`config.mk`:
```
export PLATFORM = sky130hd
export DESIGN_NAME = button_click_event_detector_unit
export DESIGN_NICKNAME = d
export VERILOG_FILES = /design/src/rtl/core/bced_pkg.sv /design/src/rtl/core/bced_front.sv /design/src/rtl/core/bced_queue.sv /design/src/rtl/core/bced_back.sv /design/src/rtl/core/button_click_event_detector_unit.sv
export SDC_FILE = /design/constraint.sdc
export NUM_CORES = 1
export LEC_CHECK = 0
export ABC_AREA = 1
export BUFFER_PORTS_ARGS = -buffer_cell sky130_fd_sc_hd__buf_2
export CAP_MARGIN = 10
export CELL_PAD_IN_SITES_DETAIL_PLACEMENT = 0
export CELL_PAD_IN_SITES_GLOBAL_PLACEMENT = 1
export CORE_MARGIN = 4
export CORE_UTILIZATION = 46
export CTS_CLUSTER_DIAMETER = 150
export DETAILED_ROUTE_END_ITERATION = 10
export PLACE_DENSITY_LB_ADDON = 0.08
export SLEW_MARGIN = 20
export SYNTH_ARGS = -nofsm -noshare
export SYNTH_HDL_FRONTEND = slang
export SYNTH_SLANG_ARGS = --single-unit
```
`constraint.sdc`:
```
create_clock -name clock -period 5.85 [get_ports clock]
set_input_delay 1.17 -clock clock [delete_from_list [all_inputs] [get_ports clock]]
set_output_delay 1.17 -clock clock [all_outputs]
set_load 0.05 [all_outputs]
```
`src/rtl/core/bced_pkg.sv`:
```
`timescale 1ns / 1ps

package bced_pkg;

   localparam int TIME_WIDTH = 16;
   localparam int CMP_WIDTH  = 33;
   localparam logic [TIME_WIDTH-1:0] TIME_MAX = '1;

   localparam logic [11:0] BTN1_LOW  = 12'd700;
   localparam logic [11:0] BTN1_HIGH = 12'd900;
   localparam logic [11:0] BTN2_LOW  = 12'd1600;
   localparam logic [11:0] BTN2_HIGH = 12'd2000;
   localparam logic [11:0] BOTH_LOW  = 12'd500;

   localparam logic [7:0]  TICK_MS_RESET        = 8'd30;
   localparam logic [15:0] LONG_PRESS_MS_RESET  = 16'd1500;
   localparam logic [15:0] REPEAT_MS_RESET      = 16'd400;
   localparam logic [15:0] MULTI_CLICK_MS_RESET = 16'd300;

   localparam logic [2:0] CLICK_MAX = 3'd7;

   localparam logic [1:0] BUTTON_1 = 2'd1;
   localparam logic [1:0] BUTTON_2 = 2'd2;

   typedef enum logic [7:0] {
      CSR_TICK_MS        = 8'd0,
      CSR_LONG_PRESS_MS  = 8'd1,
      CSR_REPEAT_MS      = 8'd2,
      CSR_MULTI_CLICK_MS = 8'd3
   } csr_index_type;

   typedef enum logic [1:0] {
      STG_NORMAL = 2'd0,
      STG_PRESS  = 2'd1,
      STG_LONG   = 2'd2
   } stage_type;

   typedef enum logic [2:0] {
      EV_PRESSED   = 3'd0,
      EV_DOUBLE    = 3'd1,
      EV_TRIPLE    = 3'd2,
      EV_LONG      = 3'd3,
      EV_SHORT_REL = 3'd4,
      EV_CLICK     = 3'd5,
      EV_REPEAT    = 3'd6,
      EV_LONG_REL  = 3'd7
   } event_code_type;

   typedef struct packed {
      logic [7:0]  tick_ms;
      logic [15:0] long_press_ms;
      logic [15:0] repeat_ms;
      logic [15:0] multi_click_ms;
   } cfg_type;

   typedef struct packed {
      stage_type             stage;
      logic                  raw;
      logic                  filt;
      logic [2:0]            clicks;
      logic [TIME_WIDTH-1:0] elapsed;
   } btn_state_type;

   typedef struct packed {
      btn_state_type  st;
      logic [1:0]     n;
      event_code_type ev0;
      event_code_type ev1;
   } scan_result_type;

   typedef struct packed {
      logic [1:0]     button;
      event_code_type code;
   } event_type;

   typedef struct packed {
      logic [2:0]            count;
      event_type [3:0]       ev;
   } bundle_type;

   typedef struct packed {
      logic valid;
      logic full;
   } queue_status_type;

   function automatic scan_result_type bced_scan(btn_state_type st_in, logic level,
                                                 cfg_type cfg);
      scan_result_type     r;
      logic [TIME_WIDTH:0] sum;
      logic [16:0]         m1;
      r       = '0;
      r.st    = st_in;
      r.ev0   = EV_PRESSED;
      r.ev1   = EV_PRESSED;
      sum     = {1'b0, st_in.elapsed} + (TIME_WIDTH+1)'(cfg.tick_ms);
      r.st.elapsed = sum[TIME_WIDTH] ? TIME_MAX : sum[TIME_WIDTH-1:0];
      m1      = {1'b0, cfg.multi_click_ms} + 17'd1;
      if (level != st_in.raw) begin
         r.st.raw = level;
      end else if (!(st_in.filt == st_in.raw && st_in.stage == STG_NORMAL &&
                     st_in.clicks == 3'd0)) begin
         r.st.filt = st_in.raw;
         case (st_in.stage)
            STG_PRESS: begin
               if (level) begin
                  if (CMP_WIDTH'(r.st.elapsed) > CMP_WIDTH'(cfg.long_press_ms)) begin
                     r.n          = 2'd1;
                     r.ev0        = EV_LONG;
                     r.st.elapsed = '0;
                     r.st.stage   = STG_LONG;
                  end
               end else begin
                  r.n   = 2'd2;
                  r.ev0 = EV_SHORT_REL;
                  r.ev1 = EV_CLICK;
                  if (st_in.clicks == 3'd0) begin
                     r.st.clicks = 3'd1;
                  end
                  r.st.stage = STG_NORMAL;
               end
            end
            STG_LONG: begin
               if (level) begin
                  if (CMP_WIDTH'(r.st.elapsed) > CMP_WIDTH'(cfg.repeat_ms)) begin
                     r.n          = 2'd1;
                     r.ev0        = EV_REPEAT;
                     r.st.elapsed = '0;
                  end
               end else begin
                  r.n         = 2'd1;
                  r.ev0       = EV_LONG_REL;
                  r.st.clicks = 3'd0;
                  if (CMP_WIDTH'(m1) > CMP_WIDTH'(TIME_MAX)) begin
                     r.st.elapsed = TIME_MAX;
                  end else begin
                     r.st.elapsed = TIME_WIDTH'(m1);
                  end
                  r.st.stage = STG_NORMAL;
               end
            end
            default: begin
               if (level) begin
                  r.n   = 2'd1;
                  r.ev0 = EV_PRESSED;
                  if (CMP_WIDTH'(r.st.elapsed) < CMP_WIDTH'(cfg.multi_click_ms) &&
                      st_in.clicks != 3'd0) begin
                     if (st_in.clicks < CLICK_MAX) begin
                        r.st.clicks = st_in.clicks + 3'd1;
                     end
                     if (r.st.clicks == 3'd2) begin
                        r.n   = 2'd2;
                        r.ev1 = EV_DOUBLE;
                     end else if (r.st.clicks == 3'd3) begin
                        r.n   = 2'd2;
                        r.ev1 = EV_TRIPLE;
                     end
                  end
                  r.st.elapsed = '0;
                  r.st.stage   = STG_PRESS;
               end else begin
                  if (CMP_WIDTH'(r.st.elapsed) > CMP_WIDTH'(cfg.multi_click_ms) &&
                      st_in.clicks != 3'd0) begin
                     r.st.clicks  = 3'd0;
                     r.st.elapsed = '0;
                  end
               end
            end
         endcase
      end
      return r;
   endfunction

endpackage

```
`src/rtl/core/bced_front.sv`:
```
`timescale 1ns / 1ps

module bced_front (
   input  logic                 clock,
   input  logic                 reset,
   input  bced_pkg::cfg_type    cfg,
   input  logic                 req_valid,
   output logic                 req_ready,
   input  logic [11:0]          req_adc_sample,
   input  logic                 queue_full,
   output logic                 push,
   output bced_pkg::bundle_type push_data
);
   import bced_pkg::*;

   btn_state_type   btn_ff [2];
   btn_state_type   btn_in [2];
   scan_result_type r1;
   scan_result_type r2;
   logic            level1;
   logic            level2;
   logic            accept;
   event_type       b1e0, b1e1, b2e0, b2e1;

   assign req_ready = !queue_full;
   assign accept    = req_valid && req_ready;

   always_comb begin
      level1 = 1'b0;
      level2 = 1'b0;
      if (req_adc_sample > BTN1_LOW && req_adc_sample < BTN1_HIGH) begin
         level1 = 1'b1;
      end else if (req_adc_sample > BTN2_LOW && req_adc_sample < BTN2_HIGH) begin
         level2 = 1'b1;
      end else if (req_adc_sample > BOTH_LOW && req_adc_sample < BTN1_LOW) begin
         level1 = 1'b1;
         level2 = 1'b1;
      end
   end

   always_comb begin
      r1 = bced_scan(btn_ff[0], level1, cfg);
      r2 = bced_scan(btn_ff[1], level2, cfg);
      btn_in[0] = accept ? r1.st : btn_ff[0];
      btn_in[1] = accept ? r2.st : btn_ff[1];
   end

   always_comb begin
      b1e0 = '{button: BUTTON_1, code: r1.ev0};
      b1e1 = '{button: BUTTON_1, code: r1.ev1};
      b2e0 = '{button: BUTTON_2, code: r2.ev0};
      b2e1 = '{button: BUTTON_2, code: r2.ev1};
      push_data.count = 3'(r1.n) + 3'(r2.n);
      push_data.ev[0] = (r1.n != 2'd0) ? b1e0 : b2e0;
      push_data.ev[1] = (r1.n == 2'd2) ? b1e1 : ((r1.n == 2'd1) ? b2e0 : b2e1);
      push_data.ev[2] = (r1.n == 2'd2) ? b2e0 : b2e1;
      push_data.ev[3] = b2e1;
      push = accept && (push_data.count != 3'd0);
   end

   always_ff @(posedge clock) begin
      if (reset) begin
         btn_ff[0] <= '{stage: STG_NORMAL, default: '0};
         btn_ff[1] <= '{stage: STG_NORMAL, default: '0};
      end else begin
         btn_ff[0] <= btn_in[0];
         btn_ff[1] <= btn_in[1];
      end
   end

endmodule

```
`src/rtl/core/bced_queue.sv`:
```
`timescale 1ns / 1ps

module bced_queue (
   input  logic                       clock,
   input  logic                       reset,
   input  logic                       push,
   input  bced_pkg::bundle_type       push_data,
   input  logic                       pop,
   output bced_pkg::queue_status_type status,
   output bced_pkg::bundle_type       head
);
   import bced_pkg::*;

   bundle_type entry_ff [2];
   logic       wr_ptr_ff, wr_ptr_in;
   logic       rd_ptr_ff, rd_ptr_in;
   logic [1:0] count_ff, count_in;
   logic       do_push, do_pop;

   assign status.valid = (count_ff != 2'd0);
   assign status.full  = (count_ff == 2'd2);
   assign head         = entry_ff[rd_ptr_ff];
   assign do_push      = push && !status.full;
   assign do_pop       = pop && status.valid;

   always_comb begin
      wr_ptr_in = do_push ? !wr_ptr_ff : wr_ptr_ff;
      rd_ptr_in = do_pop ? !rd_ptr_ff : rd_ptr_ff;
      count_in  = count_ff + 2'(do_push) - 2'(do_pop);
   end

   always_ff @(posedge clock) begin
      if (reset) begin
         wr_ptr_ff <= 1'b0;
         rd_ptr_ff <= 1'b0;
         count_ff  <= 2'd0;
      end else begin
         wr_ptr_ff <= wr_ptr_in;
         rd_ptr_ff <= rd_ptr_in;
         count_ff  <= count_in;
      end
   end

   always_ff @(posedge clock) begin
      if (do_push) begin
         entry_ff[wr_ptr_ff] <= push_data;
      end
   end

endmodule

```
`src/rtl/core/bced_back.sv`:
```
`timescale 1ns / 1ps

module bced_back (
   input  logic                       clock,
   input  logic                       reset,
   input  bced_pkg::queue_status_type status,
   input  bced_pkg::bundle_type       head,
   output logic                       pop,
   output logic                       rsp_valid,
   input  logic                       rsp_ready,
   output logic [1:0]                 rsp_button,
   output logic [2:0]                 rsp_event_code,
   output logic                       rsp_last
);
   import bced_pkg::*;

   logic           valid_ff, valid_in;
   logic [1:0]     idx_ff, idx_in;
   event_type      ev_ff;
   logic           last_ff;
   logic           load;
   logic           is_last;

   assign load    = status.valid && (!valid_ff || rsp_ready);
   assign is_last = (({1'b0, idx_ff} + 3'd1) == head.count);
   assign pop     = load && is_last;

   always_comb begin
      valid_in = valid_ff;
      idx_in   = idx_ff;
      if (load) begin
         valid_in = 1'b1;
         idx_in   = is_last ? 2'd0 : idx_ff + 2'd1;
      end else if (rsp_ready) begin
         valid_in = 1'b0;
      end
   end

   always_ff @(posedge clock) begin
      if (reset) begin
         valid_ff <= 1'b0;
         idx_ff   <= 2'd0;
      end else begin
         valid_ff <= valid_in;
         idx_ff   <= idx_in;
      end
   end

   always_ff @(posedge clock) begin
      if (load) begin
         ev_ff   <= head.ev[idx_ff];
         last_ff <= is_last;
      end
   end

   assign rsp_valid      = valid_ff;
   assign rsp_button     = ev_ff.button;
   assign rsp_event_code = ev_ff.code;
   assign rsp_last       = last_ff;

endmodule

```
`src/rtl/core/button_click_event_detector_unit.sv`:
```
`timescale 1ns / 1ps

// Button click event detector. Each request transaction is one scan tick with a
// twelve bit ladder ADC sample; the front end decodes it, updates both buttons'
// debounce, timer and press state and queues the tick's events in the cycle it is accepted.
// The back end sends them one response transaction per cycle while rsp_ready
// is held high, in order, with rsp_last marking the final event of a tick;
// ticks without events send nothing. The front end takes a new tick whenever
// the queue is not full, while the back end sends each tick's events (up to
// four) through the single event output register. The first event of a tick
// passes through the queue and the event output register before it is
// presented. Register writes are taken every cycle
// and should be made only while the block is idle.
module button_click_event_detector_unit (
   input  logic        clock,
   input  logic        reset,
   input  logic        csr_valid,
   output logic        csr_ready,
   input  logic [7:0]  csr_index,
   input  logic [15:0] csr_wdata,
   input  logic        req_valid,
   output logic        req_ready,
   input  logic [11:0] req_adc_sample,
   output logic        rsp_valid,
   input  logic        rsp_ready,
   output logic [1:0]  rsp_button,
   output logic [2:0]  rsp_event_code,
   output logic        rsp_last
);
   import bced_pkg::*;

   cfg_type          cfg_ff, cfg_in;
   logic             push;
   bundle_type       push_data;
   bundle_type       head;
   queue_status_type status;
   logic             pop;

   assign csr_ready = 1'b1;

   always_comb begin
      cfg_in = cfg_ff;
      if (csr_valid) begin
         case (csr_index)
            CSR_TICK_MS:        cfg_in.tick_ms        = csr_wdata[7:0];
            CSR_LONG_PRESS_MS:  cfg_in.long_press_ms  = csr_wdata;
            CSR_REPEAT_MS:      cfg_in.repeat_ms      = csr_wdata;
            CSR_MULTI_CLICK_MS: cfg_in.multi_click_ms = csr_wdata;
            default:            cfg_in = cfg_ff;
         endcase
      end
   end

   always_ff @(posedge clock) begin
      if (reset) begin
         cfg_ff.tick_ms        <= TICK_MS_RESET;
         cfg_ff.long_press_ms  <= LONG_PRESS_MS_RESET;
         cfg_ff.repeat_ms      <= REPEAT_MS_RESET;
         cfg_ff.multi_click_ms <= MULTI_CLICK_MS_RESET;
      end else begin
         cfg_ff <= cfg_in;
      end
   end

   bced_front u_front (
      .clock          (clock),
      .reset          (reset),
      .cfg            (cfg_ff),
      .req_valid      (req_valid),
      .req_ready      (req_ready),
      .req_adc_sample (req_adc_sample),
      .queue_full     (status.full),
      .push           (push),
      .push_data      (push_data)
   );

   bced_queue u_queue (
      .clock     (clock),
      .reset     (reset),
      .push      (push),
      .push_data (push_data),
      .pop       (pop),
      .status    (status),
      .head      (head)
   );

   bced_back u_back (
      .clock          (clock),
      .reset          (reset),
      .status         (status),
      .head           (head),
      .pop            (pop),
      .rsp_valid      (rsp_valid),
      .rsp_ready      (rsp_ready),
      .rsp_button     (rsp_button),
      .rsp_event_code (rsp_event_code),
      .rsp_last       (rsp_last)
   );

endmodule
```
Word-level counts from Yosys, hierarchy flattened
Memory sizes are Yosys's and may differ from the RTL's. A register that Yosys moved wholly into a read port is not among the register bits.
Index checks and enable logic that the tools add are counted.
- eq/ne operators: 19
- mux-type cells: 102
- $lt $le $gt $ge: 18
- add/subtract/negate cells: 10
- reductions and logical operators: 39
- bitwise logic cells: 2
- operator list (operator ; number):
    21-bit two-way mux ; 6
    28-bit two-way mux ; 4
    16-bit greater-than comparator ; 6
    24-bit case mux with 2 select lines ; 2
    23-bit two-way mux ; 4
    3-bit two-way mux ; 28
    16-bit two-way mux ; 5
    19-bit two-way mux ; 4
    2-bit two-way mux ; 21
    16-bit by 8-bit adder with 17-bit output ; 2
    16-bit less-than comparator ; 2
    5-bit two-way mux ; 5
    12-bit by 10-bit less-than comparator with 1-bit output, second input constant ; 2
    16-bit by 1-bit adder with 17-bit output, second input constant ; 1
    17-bit by 16-bit greater-than comparator with 1-bit output, second input constant ; 1
    1-bit logical AND ; 17
    8-bit by 2-bit == test with 1-bit output, second input constant ; 2
    1-bit two-way mux ; 16
    8-bit two-way mux ; 2
    3-bit by 2-bit == test with 1-bit output, second input constant ; 4
    12-bit by 10-bit greater-than comparator with 1-bit output, second input constant ; 1
    12-bit by 11-bit greater-than comparator with 1-bit output, second input constant ; 1
    12-bit by 9-bit greater-than comparator with 1-bit output, second input constant ; 1
    12-bit by 11-bit less-than comparator with 1-bit output, second input constant ; 1
    27 further kinds ; 52
- memories: 2
- RAM bits: 84
- output and inout bits: 9
- flip-flop bits (word level): 69
- memory list (name ; depth ; width ; read ports ; clocked after memory_dff ; write ports ; line ; RTL):
    u_front.btn_ff ; 2 ; 23 ; 2 ; 0 ; 2 ; bced_front.sv:16 ; btn_state_type btn_ff [2];
    u_queue.entry_ff ; 2 ; 19 ; 1 ; 1 ; 1 ; bced_queue.sv:14 ; bundle_type entry_ff [2];

Depth between registers and ports, before layout
Gate-level depths: netlist of the first run.
An unclocked memory read counts as a cell.
- depth in word-level cells: 24
- depth in mapped cells: 38
- depth with buffers taken out: 38

By module
Synthesis of the first run repeated with hierarchy kept, for this count alone.
- cells, all modules: 1825
- area, all modules: 12702.2 µm²
- modules (own cells, without submodules) (module ; times used ; cells an instance ; sequential area each (µm²) ; area each (µm²)):
    bced_front ; 1 ; 1325 ; 920.9 ; 7898.8
    button_click_event_detector_unit ; 1 ; 325 ; 1121.1 ; 2376.0
    bced_queue ; 1 ; 109 ; 1481.4 ; 1910.6
    bced_back ; 1 ; 66 ; 240.2 ; 516.7

Worst setup path before layout of the first run
Ideal clock, no wire load.
- path kind: register to register
- from: register cfg_ff[48] (netlist bit)
- to: memory u_queue.entry_ff[1][0] (netlist bit), enable pin
- stages on the path, launching flop included: 28
- clock period less this slack: 5.255 ns
- data required time: 5.454 ns
- path slack: 0.595 ns
- data arrival time: 4.859 ns
- cells stage by stage: dfxtp_1 -> ha_1 -> fa_1 -> nand3_1 -> nand2_1 -> nand2_1 -> o211ai_1 -> nand2_1 -> nor2_1 -> nand2_1 -> buf_2 -> nand3_1 -> ha_1 -> nand2_1 -> nor4_1 -> nand3_1 -> nand2_1 -> o22ai_1 -> nand2_1 -> nand2_1 -> inv_1 -> o21ai_0 -> ha_1 -> inv_1 -> fa_1 -> inv_1 -> o31ai_1 -> nor2_1
- RTL lines (element ; line ; RTL):
    start, declared ; button_click_event_detector_unit.sv:32 ; cfg_type cfg_ff, cfg_in;
    start signal, assigned ; button_click_event_detector_unit.sv:61 ; cfg_ff <= cfg_in;
    end, declared ; bced_queue.sv:14 ;

==> results of run 1 <==
-- worst register-to-register path, delay by kind of cell, from the launching register on --
| kind | cells | cell delay [ns] |
|---|---|---|
| DFF | 1 | 0.34 |
| xor gates and xnor gates | 1 | 0.15 |
| and+or+nand+nor | 18 | 2.02 |
| buffers and inverters | 5 | 0.37 |
| adders and majority gates | 6 | 1.79 |
| AOI/OAI and AO/OA | 4 | 0.55 |
-- registers in the layout, indices dropped and copies added, names as in the netlist, named ones only --
name	count
cfg_ff	56
u_queue.rd_ptr_ff	1
u_back.idx_ff	2
u_front.btn_ff	46
u_queue.wr_ptr_ff	1
u_back.rsp_event_code	3
u_queue.count_ff	2
u_queue.entry_ff	38
u_back.rsp_last	1
u_back.rsp_button	2
u_back.rsp_valid	1
-- cells in the mapped netlist, types with 5 or more instances --
cell type and instances:
a21oi_1 167, a21oi_2 14, a31oi_1 5, buf_4 7
buf_6 7, clkbuf_1 29, dfxtp_1 110, edfxtp_1 44
ha_1 129, inv_1 198, nand2_1 445, nand2_2 9
nand3_1 86, nand3_2 11, nand3b_1 8, nand4_1 21
nor2_1 139, nor2_2 9, nor3_1 12, o211ai_1 19
o21a_1 6, o21ai_0 120, o21ai_1 9, o21bai_1 6
o22ai_1 6, or2_2 17, xor2_1 11
-- cell type report --
class | count | share of cell area
timing repair buffer | 72 | 0.0344
clock buffer | 17 | 0.0328
inverter | 203 | 0.0588
multi-input combinational | 1279 | 0.557
sequential | 154 | 0.272
tap | 330 | 0.0319
clock inverter | 15 | 0.0127
-- layer usage --
metal / routed length (um) / global-route usage
met1: 17100 / 0.362
met2: 17500 / 0.439
met3: 2120 / 0.0397
met4: 1170 / 0.0949
met5: 0 / 0
-- per-stage QoR --
step                setup WS [ns]  setup TNS, ns
floorplan                   0.595              0
global placement          -0.0277        -0.0277
detailed placement         0.0311              0
CTS                        0.0811              0
global route              0.00543              0
finish                      0.487              0
-- path summary, 6_finish.rpt --
| path | to | slack, ns | cells after the start |
|---|---|---|---|
| max | u_queue.count_ff[1] | 0.49 | 34 |
| min | cfg_ff[39] | 0.48 | 2 |
| max reg2reg | u_queue.count_ff[1] | 0.49 | 34 |
| min reg2reg | cfg_ff[39] | 0.48 | 2 |
-- cell families after synthesis --
kind of cell | share of synthesized area
AND/OR/NAND/NOR | 0.284
other | 0.000321
AO/OA/AOI/OAI | 0.170
XOR/XNOR | 0.0119
buffers and inverters | 0.0896
adder cells (fa/ha/maj) | 0.143
flip-flops | 0.301
-- timing repair --
action                     in CTS  in global routing
setup endpoints to repair       1                 41
buffers inserted                0                  5
cloned                          0                  1
pin swaps                       0                  6
resized for setup               1                 19
-- power groups by stage --
stage	logic [mW]	clock network, mW	registers [mW]
after floorplan	0.646	0	1.25
after global placement	0.923	0	1.23
after global routing	1.08	1.21	1.22
after detailed placement	0.928	0	1.23
after CTS	0.933	1.16	1.21
final	0.950	1.14	1.21
==> impl_results.md, run 1 <==
- RSZ-0062 raised after global routing: false
- H-tree lvl count: 4
- Slew of the pin with the lowest slew margin: 1.10 ns
- Max cap viols: 0
- Gr ovfl total: 0
- Die Area: approximately 0.028 mm^2
- Starting Density: 0.466
- Fillers: between 2,000 and 3,000
- DIE WIDTH: roughly 170 um
- Reg power frac: 0.367
- Final Hold Vio Count: 0
- Status: complete, no violations
- Worst hold margin: 0.481 ns
- Buf/Inv on CP: 5
- Top fanout value on the critical path: 11
- FFs w/ async S/R, synth: 0
- Share of layout cells above drive strength 1: 0.113
- CTS sink cnt: ~150
- Sw Share: 0.377
- Number of global-route vias before repair: between 10,000 and 15,000
- Vias: between 10,000 and 15,000
- DRT Pass-1 Iters: 5
- Core area: ~0.025 mm^2
- Placed cell count: 2,032
- Routed Antenna Nets: 0
- GPL Wtd Cong: approximately 0.94
- Pleak: about 6.3 nW
- Worst hold path type: register to register
- Final core occ: 0.516
- Sequential element share of the synthesized area: 0.301
- Final non-filler cell total: ~2,100
- Period minus WS final: between 5 and 6 ns
- Clock slew at reported path FFs: 0.07 ns
- CP Class: register to register
- Top-area cell type share of the netlist area: 0.188
- # IOs: 50
- Final Max Slew Viols: 0
- Power after layout: 3.30 mW
- Syn_nets: about 1,900
- Seq cells post-synth: approximately 150
- FF+latch area: roughly 0.0035 mm^2
- Critical path's largest stage delay: around 0.47 ns
- F_max: ~0.19 GHz
- Hold wc startpoint: cfg_ff[39]
- Reg2reg start: cfg_ff[48]
- Total track usage: 0.268
- CTS Root Cell: clkbuf_16
- Initial antenna violation count: 0
- Worst Skew: 0.0122 ns
- Post-Synthesis Cell Area: 0.0117 mm^2
- P&R area growth vs syn: 10.7%
- CP most frequent cell: nand2_1
- Worst Path Required: a little over 6 ns
- Relative slew slack: 0.267
- Cells after synthesis: 1,686
- Nets: ~1,900
- Clock tree buffer depth: 2
- Most common cell after layout, fill and taps aside: nand2_1
- Mean post-synth cell area: between 6 and 7 um^2
- CTS tree: done
- Routed WL: between 30,000 and 40,000 um
- Area of the multi-input gates: around 0.0072 mm^2
- Die Height: 167 um
- Top Family by Delay on Critical Path: simple AND/OR/NAND/NOR gates
- Most frequent cells in the layout: nand2_1, inv_1, a21oi_1
- Synth top area cells: dfxtp_1, nand2_1, ha_1
- Worst Setup SP: cfg_ff[48]
- Wirelength per Cell: 18.3 um
- # DRC: 0
- Initial DRC count: between 800 and 900
- Synth area leader: dfxtp_1
- Startpoint types: register
- Switching pwr: approximately 1.2 mW
- Synth unique cells: 53
- First-pass GRT wire length: ~59,000 um
- Power density cells: between 200 and 300 mW/mm^2
- Clock share of power: 0.345
- CTS buffer count: 17
- Peak VDD IR: roughly 0.21 mV
- Critical Path Sink Type: register
- Comb pwr share: 0.288
- Syn. warnings: 0
- Critical path's slowest cell: fa_1
- Top_reg_cell synth: dfxtp_1
- Largest net degree at the start of global routing: 53
- Hpwl dp: about 30,000 um
- Placed Instance Area: about 0.012 mm^2
- Number of synthesized flops with an enable pin: 44
- # setup viols final: 0
- Port bufs: 48
- Tcrit/Tclk final: 0.917
- DR vias/cell: about 5.4
- Post-route cell area: ~0.013 mm^2
- Row Count: just under 60
- Skew-Pair Late Insertion Delay: 0.44 ns
- Ant diodes: 0
- Hold_buf cts: 0
- Worst EP arrival: around 5.7 ns
- P_int: about 2 mW
Note: power is estimated with default switching activity, not from simulation.
==> inputs of run 2 (changes only) <==
--- a/config.mk
+++ b/config.mk
@@ -5,13 +5,12 @@
 export SDC_FILE = /design/constraint.sdc
 export NUM_CORES = 1
 export LEC_CHECK = 0
-export ABC_AREA = 1
 export BUFFER_PORTS_ARGS = -buffer_cell sky130_fd_sc_hd__buf_2
 export CAP_MARGIN = 10
 export CELL_PAD_IN_SITES_DETAIL_PLACEMENT = 0
 export CELL_PAD_IN_SITES_GLOBAL_PLACEMENT = 1
 export CORE_MARGIN = 4
-export CORE_UTILIZATION = 46
+export CORE_UTILIZATION = 48
 export CTS_CLUSTER_DIAMETER = 150
 export DETAILED_ROUTE_END_ITERATION = 10
 export PLACE_DENSITY_LB_ADDON = 0.08
==> run 2 against run 1 <==
Non-clock buffer count increased by 88. Register-to-register slack lost 0.39 ns. Flip-flop and latch count stayed put. Sequential power fell by 7%. Wire length is 7.2% lower. Area after synthesis down 8.2%. Count of clock-buffer cells in the layout is the same. Total power decreased by 14%. Via count is 11% lower. First-iteration DRC count stayed put. Worst hold slack got worse by 0.022 ns. Fmax down 6.7%. Critical endpoint is now u_queue.entry_ff[1][0]. Highest routed layer unchanged.
==> impl_results.md, run 2 <==
- P&R area growth vs syn: 21.6%
- Compound-Gate Fraction of Synth Area: 0.182 (+0.0125)
- DRT Pass-1 Iters: 6 (+1)
- Critical path's slowest cell: fa_1
- Status: complete, no violations
- Total track usage: 0.283 (+0.0152)
- Mean post-synth cell area: 8.65 um^2 (+25%)
- Syn. warnings: 0 (unchanged)
- Top_reg_cell synth: dfxtp_1
- Critical Path Sink Type: register
- Final Max Slew Viols: 0 (unchanged)
- Wirelength per Cell: 21.1 um (+15%)
- # setup viols final: 0 (unchanged)
- Cells after synthesis: 1,241 (-26%)
- Largest register FFs: 56 (unchanged)
- Max cap viols: 0 (unchanged)
- Synth top area cells: dfxtp_1, ha_1, edfxtp_1
- FF+latch area: 0.00352 mm^2 (unchanged)
- Relative slew slack: 0.437 (+0.170)
- Power density cells: 218 mW/mm^2 (-14%)
- Pleak: 5.60 nW (-10%)
- Hpwl dp: 27,000 um (-7.7%)
- Syn_nets: 1,414 (-24%)
- GPL Wtd Cong: 0.962 (+2.2%)
- Critical path's largest stage delay: 0.41 ns (-0.06 ns)
- Number of global-route vias before repair: 9,358 (-9.6%)
- Tcrit/Tclk final: 0.983 (+0.0659)
- First-pass GRT wire length: 53,400 um (-9.0%)
- Clock slew at reported path FFs: 0.08 ns (about the same)
- Final Hold Vio Count: 0 (unchanged)
- Worst hold margin: 0.459 ns (-0.0224 ns)
- F_max: 0.174 GHz (-6.7%)
- Top fanout value on the critical path: 5 (-6)
- Die Area: 0.0248 mm^2 (-11%)
- DR vias/cell: 5.95 (+10%)
- Seq cells post-synth: 154 (unchanged)
- CP Class: register to register
- Routed WL: 35,200 um (-7.2%)
- Clock tree buffer depth: 2 (unchanged)
- Number of synthesized flops with an enable pin: 44 (unchanged)
- Die Height: 158 um (-5.9%)
- Worst EP arrival: 5.93 ns (+0.24 ns)
- CP most frequent cell: buf_4
- Top-area cell type share of the netlist area: 0.205 (+0.0168)
- Worst hold path type: register to register
- Fillers: 1,968 (-24%)
- Post-Synthesis Cell Area: 0.0107 mm^2 (-8.2%)
- Sequential element share of the synthesized area: 0.328 (+0.0269)
- FFs w/ async S/R, synth: 0 (unchanged)
- Top-count cell post-synth: nor2_1
- Reg with most FFs: cfg_ff
- Startpoint types: register
- Post-synthesis mux area share: 0.0580 (+0.0580)
- Synth Area in Simple Gates: 0.198 (-0.0863)
- # DRC: 0 (unchanged)
- Nets: 1,554 (-18%)
- DIE WIDTH: 158 um (-5.9%)
- Gr ovfl total: 0 (unchanged)
- CTS buffer count: 17 (unchanged)
- Synth unique cells: 83 (+57%)
- Most frequent cells in the layout: nor2_1, ha_1, dfxtp_1
- Period minus WS final: 5.75 ns (+0.386 ns)
- Vias: 9,958 (-11%)
- Row Count: 54 (-6.9%)
- Worst Path Required: 6.03 ns (-0.15 ns)
- Hold_buf cts: 0 (unchanged)
- Synth area leader: dfxtp_1
- Skew-Pair Late Insertion Delay: 0.45 ns (about the same)
- Peak VDD IR: 0.181 mV (-14%)
- # IOs: 50 (unchanged)
- Synth top cells by count: nor2_1, ha_1, dfxtp_1
- CTS sink cnt: 154 (unchanged)
- CTS tree: done
- Ant diodes: 0 (unchanged)
- H-tree lvl count: 4 (unchanged)
- Largest net degree at the start of global routing: 56 (+5.7%)
- Initial DRC count: 872 (unchanged)
- Most common cell after layout, fill and taps aside: nor2_1
- RSZ-0062 raised after global routing: true
- Starting Density: 0.491 (+0.0247)
- Core area: 0.0219 mm^2 (-13%)
- Largest regs: cfg_ff: 56 flops, u_front.btn_ff: 46 flops, u_queue.entry_ff: 38 flops
- Final setup TNS: 0 ns (unchanged)
- Synth Area in Adders: 0.156 (+0.0128)
- Worst Skew: 0.0145 ns (+0.00235 ns)
- Port bufs: 48 (unchanged)
- Xor-xnor portion of the synthesized cell area: 0.0294 (+0.0175)
- Share of layout cells above drive strength 1: 0.210 (+0.0970)
- Largest family of logic cells by synthesized area: simple AND/OR/NAND/NOR gates
- Area of the multi-input gates: 0.00706 mm^2 (-2.2%)
- Slew of the pin with the lowest slew margin: 0.842 ns (-0.255 ns)
- Routed Antenna Nets: 0 (unchanged)
- Initial antenna violation count: 0 (unchanged)
- CTS Root Cell: clkbuf_16
run 2: changes by cell type in the layout (fill, tap and decap cells not counted), sizes merged, moves of 14 or more:
cell	previous run	this run
nand2	455	104
o211ai	19	5
a211oi	2	22
inv	211	101
nor3	14	48
a21oi	181	91
buf	72	159
o21ai	131	53
xnor2	3	27
nand3	97	35
a211o	0	20
mux2i	0	33
nor2b	0	16
a21o	2	16
run 2: path summary, 6_finish.rpt:
check / endpoint / slack, ns / from / cells past startpoint
worst min register to register: cfg_ff[47] / 0.46 / cfg_ff[47] / 2
worst max-delay path: u_queue.entry_ff[1][0] / 0.10 / cfg_ff[48] / 32
worst max register to register: u_queue.entry_ff[1][0] / 0.10 / cfg_ff[48] / 32
worst min-delay path: cfg_ff[47] / 0.46 / cfg_ff[47] / 2
run 2: layer usage:
metal / vias up / part of all wire / global-route usage
met3: 51 / 0.076 / 0.0716
met4: 0 / 0.024 / 0.0762
met1: 4777 / 0.45 / 0.396
li1: 4800 / - / -
met2: 330 / 0.45 / 0.439
met5: - / 0 / 0
run 2: cell families (layout without fill, tap and decap cells):
logic type	after synthesis	in the layout
AO/OA/AOI/OAI	295	295
XOR/XNOR	36	36
adder cells (fa/ha/maj)	132	132
buffers and inverters	132	285
flip-flops	154	154
multiplexers	51	51
other	1	1
AND/OR/NAND/NOR	440	440
run 2: through the flow:
step	power (mW)	util	instances	instance area (um^2)	worst slack (ns)
global placement	1.65	0.545	1627	11900	-0.152
detailed placement	1.65	0.545	1627	11900	-0.185
floorplan	1.46	-	1241	10700	-0.258
global route	2.96	0.596	1674	13100	-0.164
CTS	2.82	0.580	1666	12700	0.00376
finish	2.85	0.596	1674	13100	0.101
run 2: area by class of cell:
type / instances / share of cell area
Multi-Input combinational cell: 955 / 0.541
Sequential cell: 154 / 0.270
Timing Repair Buffer: 160 / 0.0891
Clock buffer: 17 / 0.0326
Tap cell: 280 / 0.0268
Inverter: 93 / 0.0267
Clock inverter: 15 / 0.0139
run 2: repair_timing:
item | 4_1_cts | 5_1_grt
pin swaps | 12 | 30
setup endpoints to repair | 40 | 41
buffers inserted | 6 | 8
gates resized for setup | 29 | 60
cloned | 1 | 1
run 2: power breakdown:
part	total [mW]	switching [mW]	internal, mW
combinational	0.550	0.305	0.245
sequential	1.13	0.0197	1.11
clock	1.17	0.588	0.584
run 2: critical path, delay by kind of cell (launching register included):
kind	cells	cell delay [ns]
AOI/OAI and AO/OA	10	1.73
DFF	1	0.33
adders and majority gates	5	1.31
buffers and inverters	10	1.21
and+or+nand+nor	7	0.87
==> inputs of run 3 (changes only) <==
--- a/config.mk
+++ b/config.mk
@@ -10,7 +10,8 @@
 export CELL_PAD_IN_SITES_DETAIL_PLACEMENT = 0
 export CELL_PAD_IN_SITES_GLOBAL_PLACEMENT = 1
 export CORE_MARGIN = 4
-export CORE_UTILIZATION = 48
+export CORE_UTILIZATION = 50
+export CTS_BUF_LIST = sky130_fd_sc_hd__clkbuf_8
 export CTS_CLUSTER_DIAMETER = 150
 export DETAILED_ROUTE_END_ITERATION = 10
 export PLACE_DENSITY_LB_ADDON = 0.08
==> run 3 against run 2 <==
First-iteration DRC count fell by 19%. Critical path type unchanged. Sequential share of layout area fell by 0.15 points. Global-route usage rose by 0.32 points. Fmax fell by 0.77%. Combinational power rose by 8.9%.
==> impl_results.md, run 3 (synthesis gave the netlist of run 2 again) <==
- DIE WIDTH: 155 um (-1.9%)
- Number of global-route vias before repair: 9,861 (+5.4%)
- DR vias/cell: 5.87 (-1.3%)
- Critical path's slowest cell: a21oi_1
- Vias: 9,952 (-0.060%)
- F_max: 0.173 GHz (-0.77%)
- Largest regs: cfg_ff: 56 flops, u_front.btn_ff: 46 flops, u_queue.entry_ff: 38 flops
- Initial antenna violation count: 0 (unchanged)
- Grt met3 use: 0.0532 (-0.0185)
- Sw Share: 0.342 (+0.0213)
- Worst hold path type: register to register
- Largest register FFs: 56 (unchanged)
- Die Area: 0.0239 mm^2 (-3.8%)
- GPL Wtd Cong: 0.960 (-0.22%)
- Most common cell after layout, fill and taps aside: nor2_1
- Row Count: 53 (-1.9%)
- Placed cell count: 1,647 (+1.2%)
- CTS Root Cell: clkbuf_8
- Tcrit/Tclk final: 0.990 (+0.00760)
- First-pass GRT wire length: 53,500 um (+0.17%)
- DRT Pass-1 Iters: 6 (unchanged)
- Status: complete, no violations
- Routed Antenna Nets: 0 (unchanged)
- Period minus WS final: 5.79 ns (+0.0445 ns)
- GR Util met1: 0.380 (-0.0158)
- Slew of the pin with the lowest slew margin: 0.818 ns (-0.0241 ns)
- Wirelength per Cell: 20.1 um (-4.3%)
- Critical path's largest stage delay: 0.48 ns (+0.07 ns)
- CTS sink cnt: 154 (unchanged)
- Hpwl dp: 27,000 um (about the same)
- Final setup TNS: 0 ns (unchanged)
- Starting Density: 0.509 (+0.0187)
- CP most frequent cell: buf_4
- Most frequent cells in the layout: nor2_1, buf_4, ha_1
- # setup viols final: 0 (unchanged)
- Die Height: 155 um (-1.9%)
- Clock slew at reported path FFs: 0.11 ns (+0.03 ns)
- Skew-Pair Late Insertion Delay: 0.49 ns (+0.04 ns)
- Relative slew slack: 0.451 (+0.0145)
- Core area: 0.0211 mm^2 (-3.7%)
- Clock share of power: 0.335 (-0.076)
- Ant diodes: 0 (unchanged)
- Worst Path Required: 6.06 ns (+0.03 ns)
- Largest net degree at the start of global routing: 59 (+5.4%)
- Final Max Slew Viols: 0 (unchanged)
- Nets: 1,580 (+1.7%)
- Reg power frac: 0.434 (+0.038)
- Met2 usage: 0.461 (+0.0214)
- Switching pwr: 0.885 mW (-3.0%)
- Max cap viols: 0 (unchanged)
- Final non-filler cell total: 1,695 (+1.3%)
- Busiest grt layer: met2
- P_int: 1.71 mW (-12%)
- Final Hold Vio Count: 0 (unchanged)
- RSZ-0062 raised after global routing: true
- CTS tree: done
- # DRC: 0 (unchanged)
- CTS buffer count: 17 (unchanged)
- Routed WL: 34,100 um (-3.1%)
- Gr ovfl total: 0 (unchanged)
- Share of layout cells above drive strength 1: 0.230 (+0.0194)
- Worst EP arrival: 6.00 ns (+0.07 ns)
- Startpoint types: register
- Clock tree buffer depth: 2 (unchanged)
- Power density cells: 197 mW/mm^2 (-9.5%)
- Comb pwr share: 0.231 (+0.038)
- Peak VDD IR: 0.144 mV (-20%)
- Critical Path Sink Type: register
- Port bufs: 48 (unchanged)
- Hold_buf cts: 0 (unchanged)
- Top fanout value on the critical path: 5 (unchanged)
- H-tree lvl count: 4 (unchanged)
- Total track usage: 0.286 (+0.00324)
- Worst Skew: 0.0198 ns (+0.00531 ns)
- # IOs: 50 (unchanged)
- Pleak: 5.71 nW (+1.9%)
- P&R area growth vs syn: 22.2%
- Reg with most FFs: cfg_ff
- CP Class: register to register
- Initial DRC count: 704 (-19%)
## run 3: cell types whose count changed in the layout (fill, tap and decap cells not counted), sizes merged
cell | previous run | this run
buf | 159 | 186
inv | 101 | 97
clkinv | 5 | 10
clkbuf | 18 | 17
clkinvlp | 2 | 1
## run 3: critical path, delay by kind of cell, from the launching register on
family	cells	cell delay, ns
and+or+nand+nor	5	0.74
DFF	1	0.34
buffers and inverters	8	0.98
AOI/OAI and AO/OA	10	1.97
adders and majority gates	5	1.49
## run 3: worst paths after layout
check,depth (start not counted),from,to,slack [ns]
max,28,cfg_ff[48],u_queue.entry_ff[1][4],0.06
max reg2reg,28,cfg_ff[48],u_queue.entry_ff[1][4],0.06
min,2,cfg_ff[45],cfg_ff[45],0.46
min reg2reg,2,cfg_ff[45],cfg_ff[45],0.46
## run 3: what timing repair did
| action | in CTS | in global routing |
|---|---|---|
| pin swaps | 15 | 32 |
| gates cloned | 0 | 2 |
| gates resized for setup | 35 | 71 |
| setup buffers | 6 | 9 |
| endpoints found under the setup margin | 41 | 41 |
## run 3: stage by stage
step / setup slack, ns / utilization / hold slack, ns / cell area, um^2 / total power [mW]
after floorplan: -0.258 / - / 0.435 / 10700 / 1.46
after global placement: -0.436 / 0.574 / 0.443 / 12100 / 1.68
after detailed placement: -0.474 / 0.574 / 0.448 / 12100 / 1.68
after CTS: 0.0109 / 0.603 / 0.464 / 12700 / 2.56
after global routing: -0.173 / 0.623 / 0.486 / 13100 / 2.72
final: 0.0565 / 0.623 / 0.462 / 13100 / 2.59
## run 3: layout make-up
type | count | area (um^2)
clock buffers | 17 | 234
clock inverters | 15 | 198
fillers | 1910 | 7960
inverters | 93 | 349
multi-input cells | 955 | 7140
flip-flops and latches | 154 | 3520
well taps | 275 | 344
repair buffers | 186 | 1340
## run 3: routing by layer
metal	up-vias	part of all wire
met3	80	0.060
li1	4841	-
met4	0	0.038
met5	-	0
met1	4730	0.44
met2	301	0.46
## run 3: power by group through the flow
stage	sequential (mW)	combinational, mW	clock, mW
global route	1.13	0.661	0.928
global placement	1.15	0.533	0
CTS	1.12	0.554	0.877
floorplan	1.14	0.318	0
detailed placement	1.15	0.535	0
finish	1.13	0.599	0.867
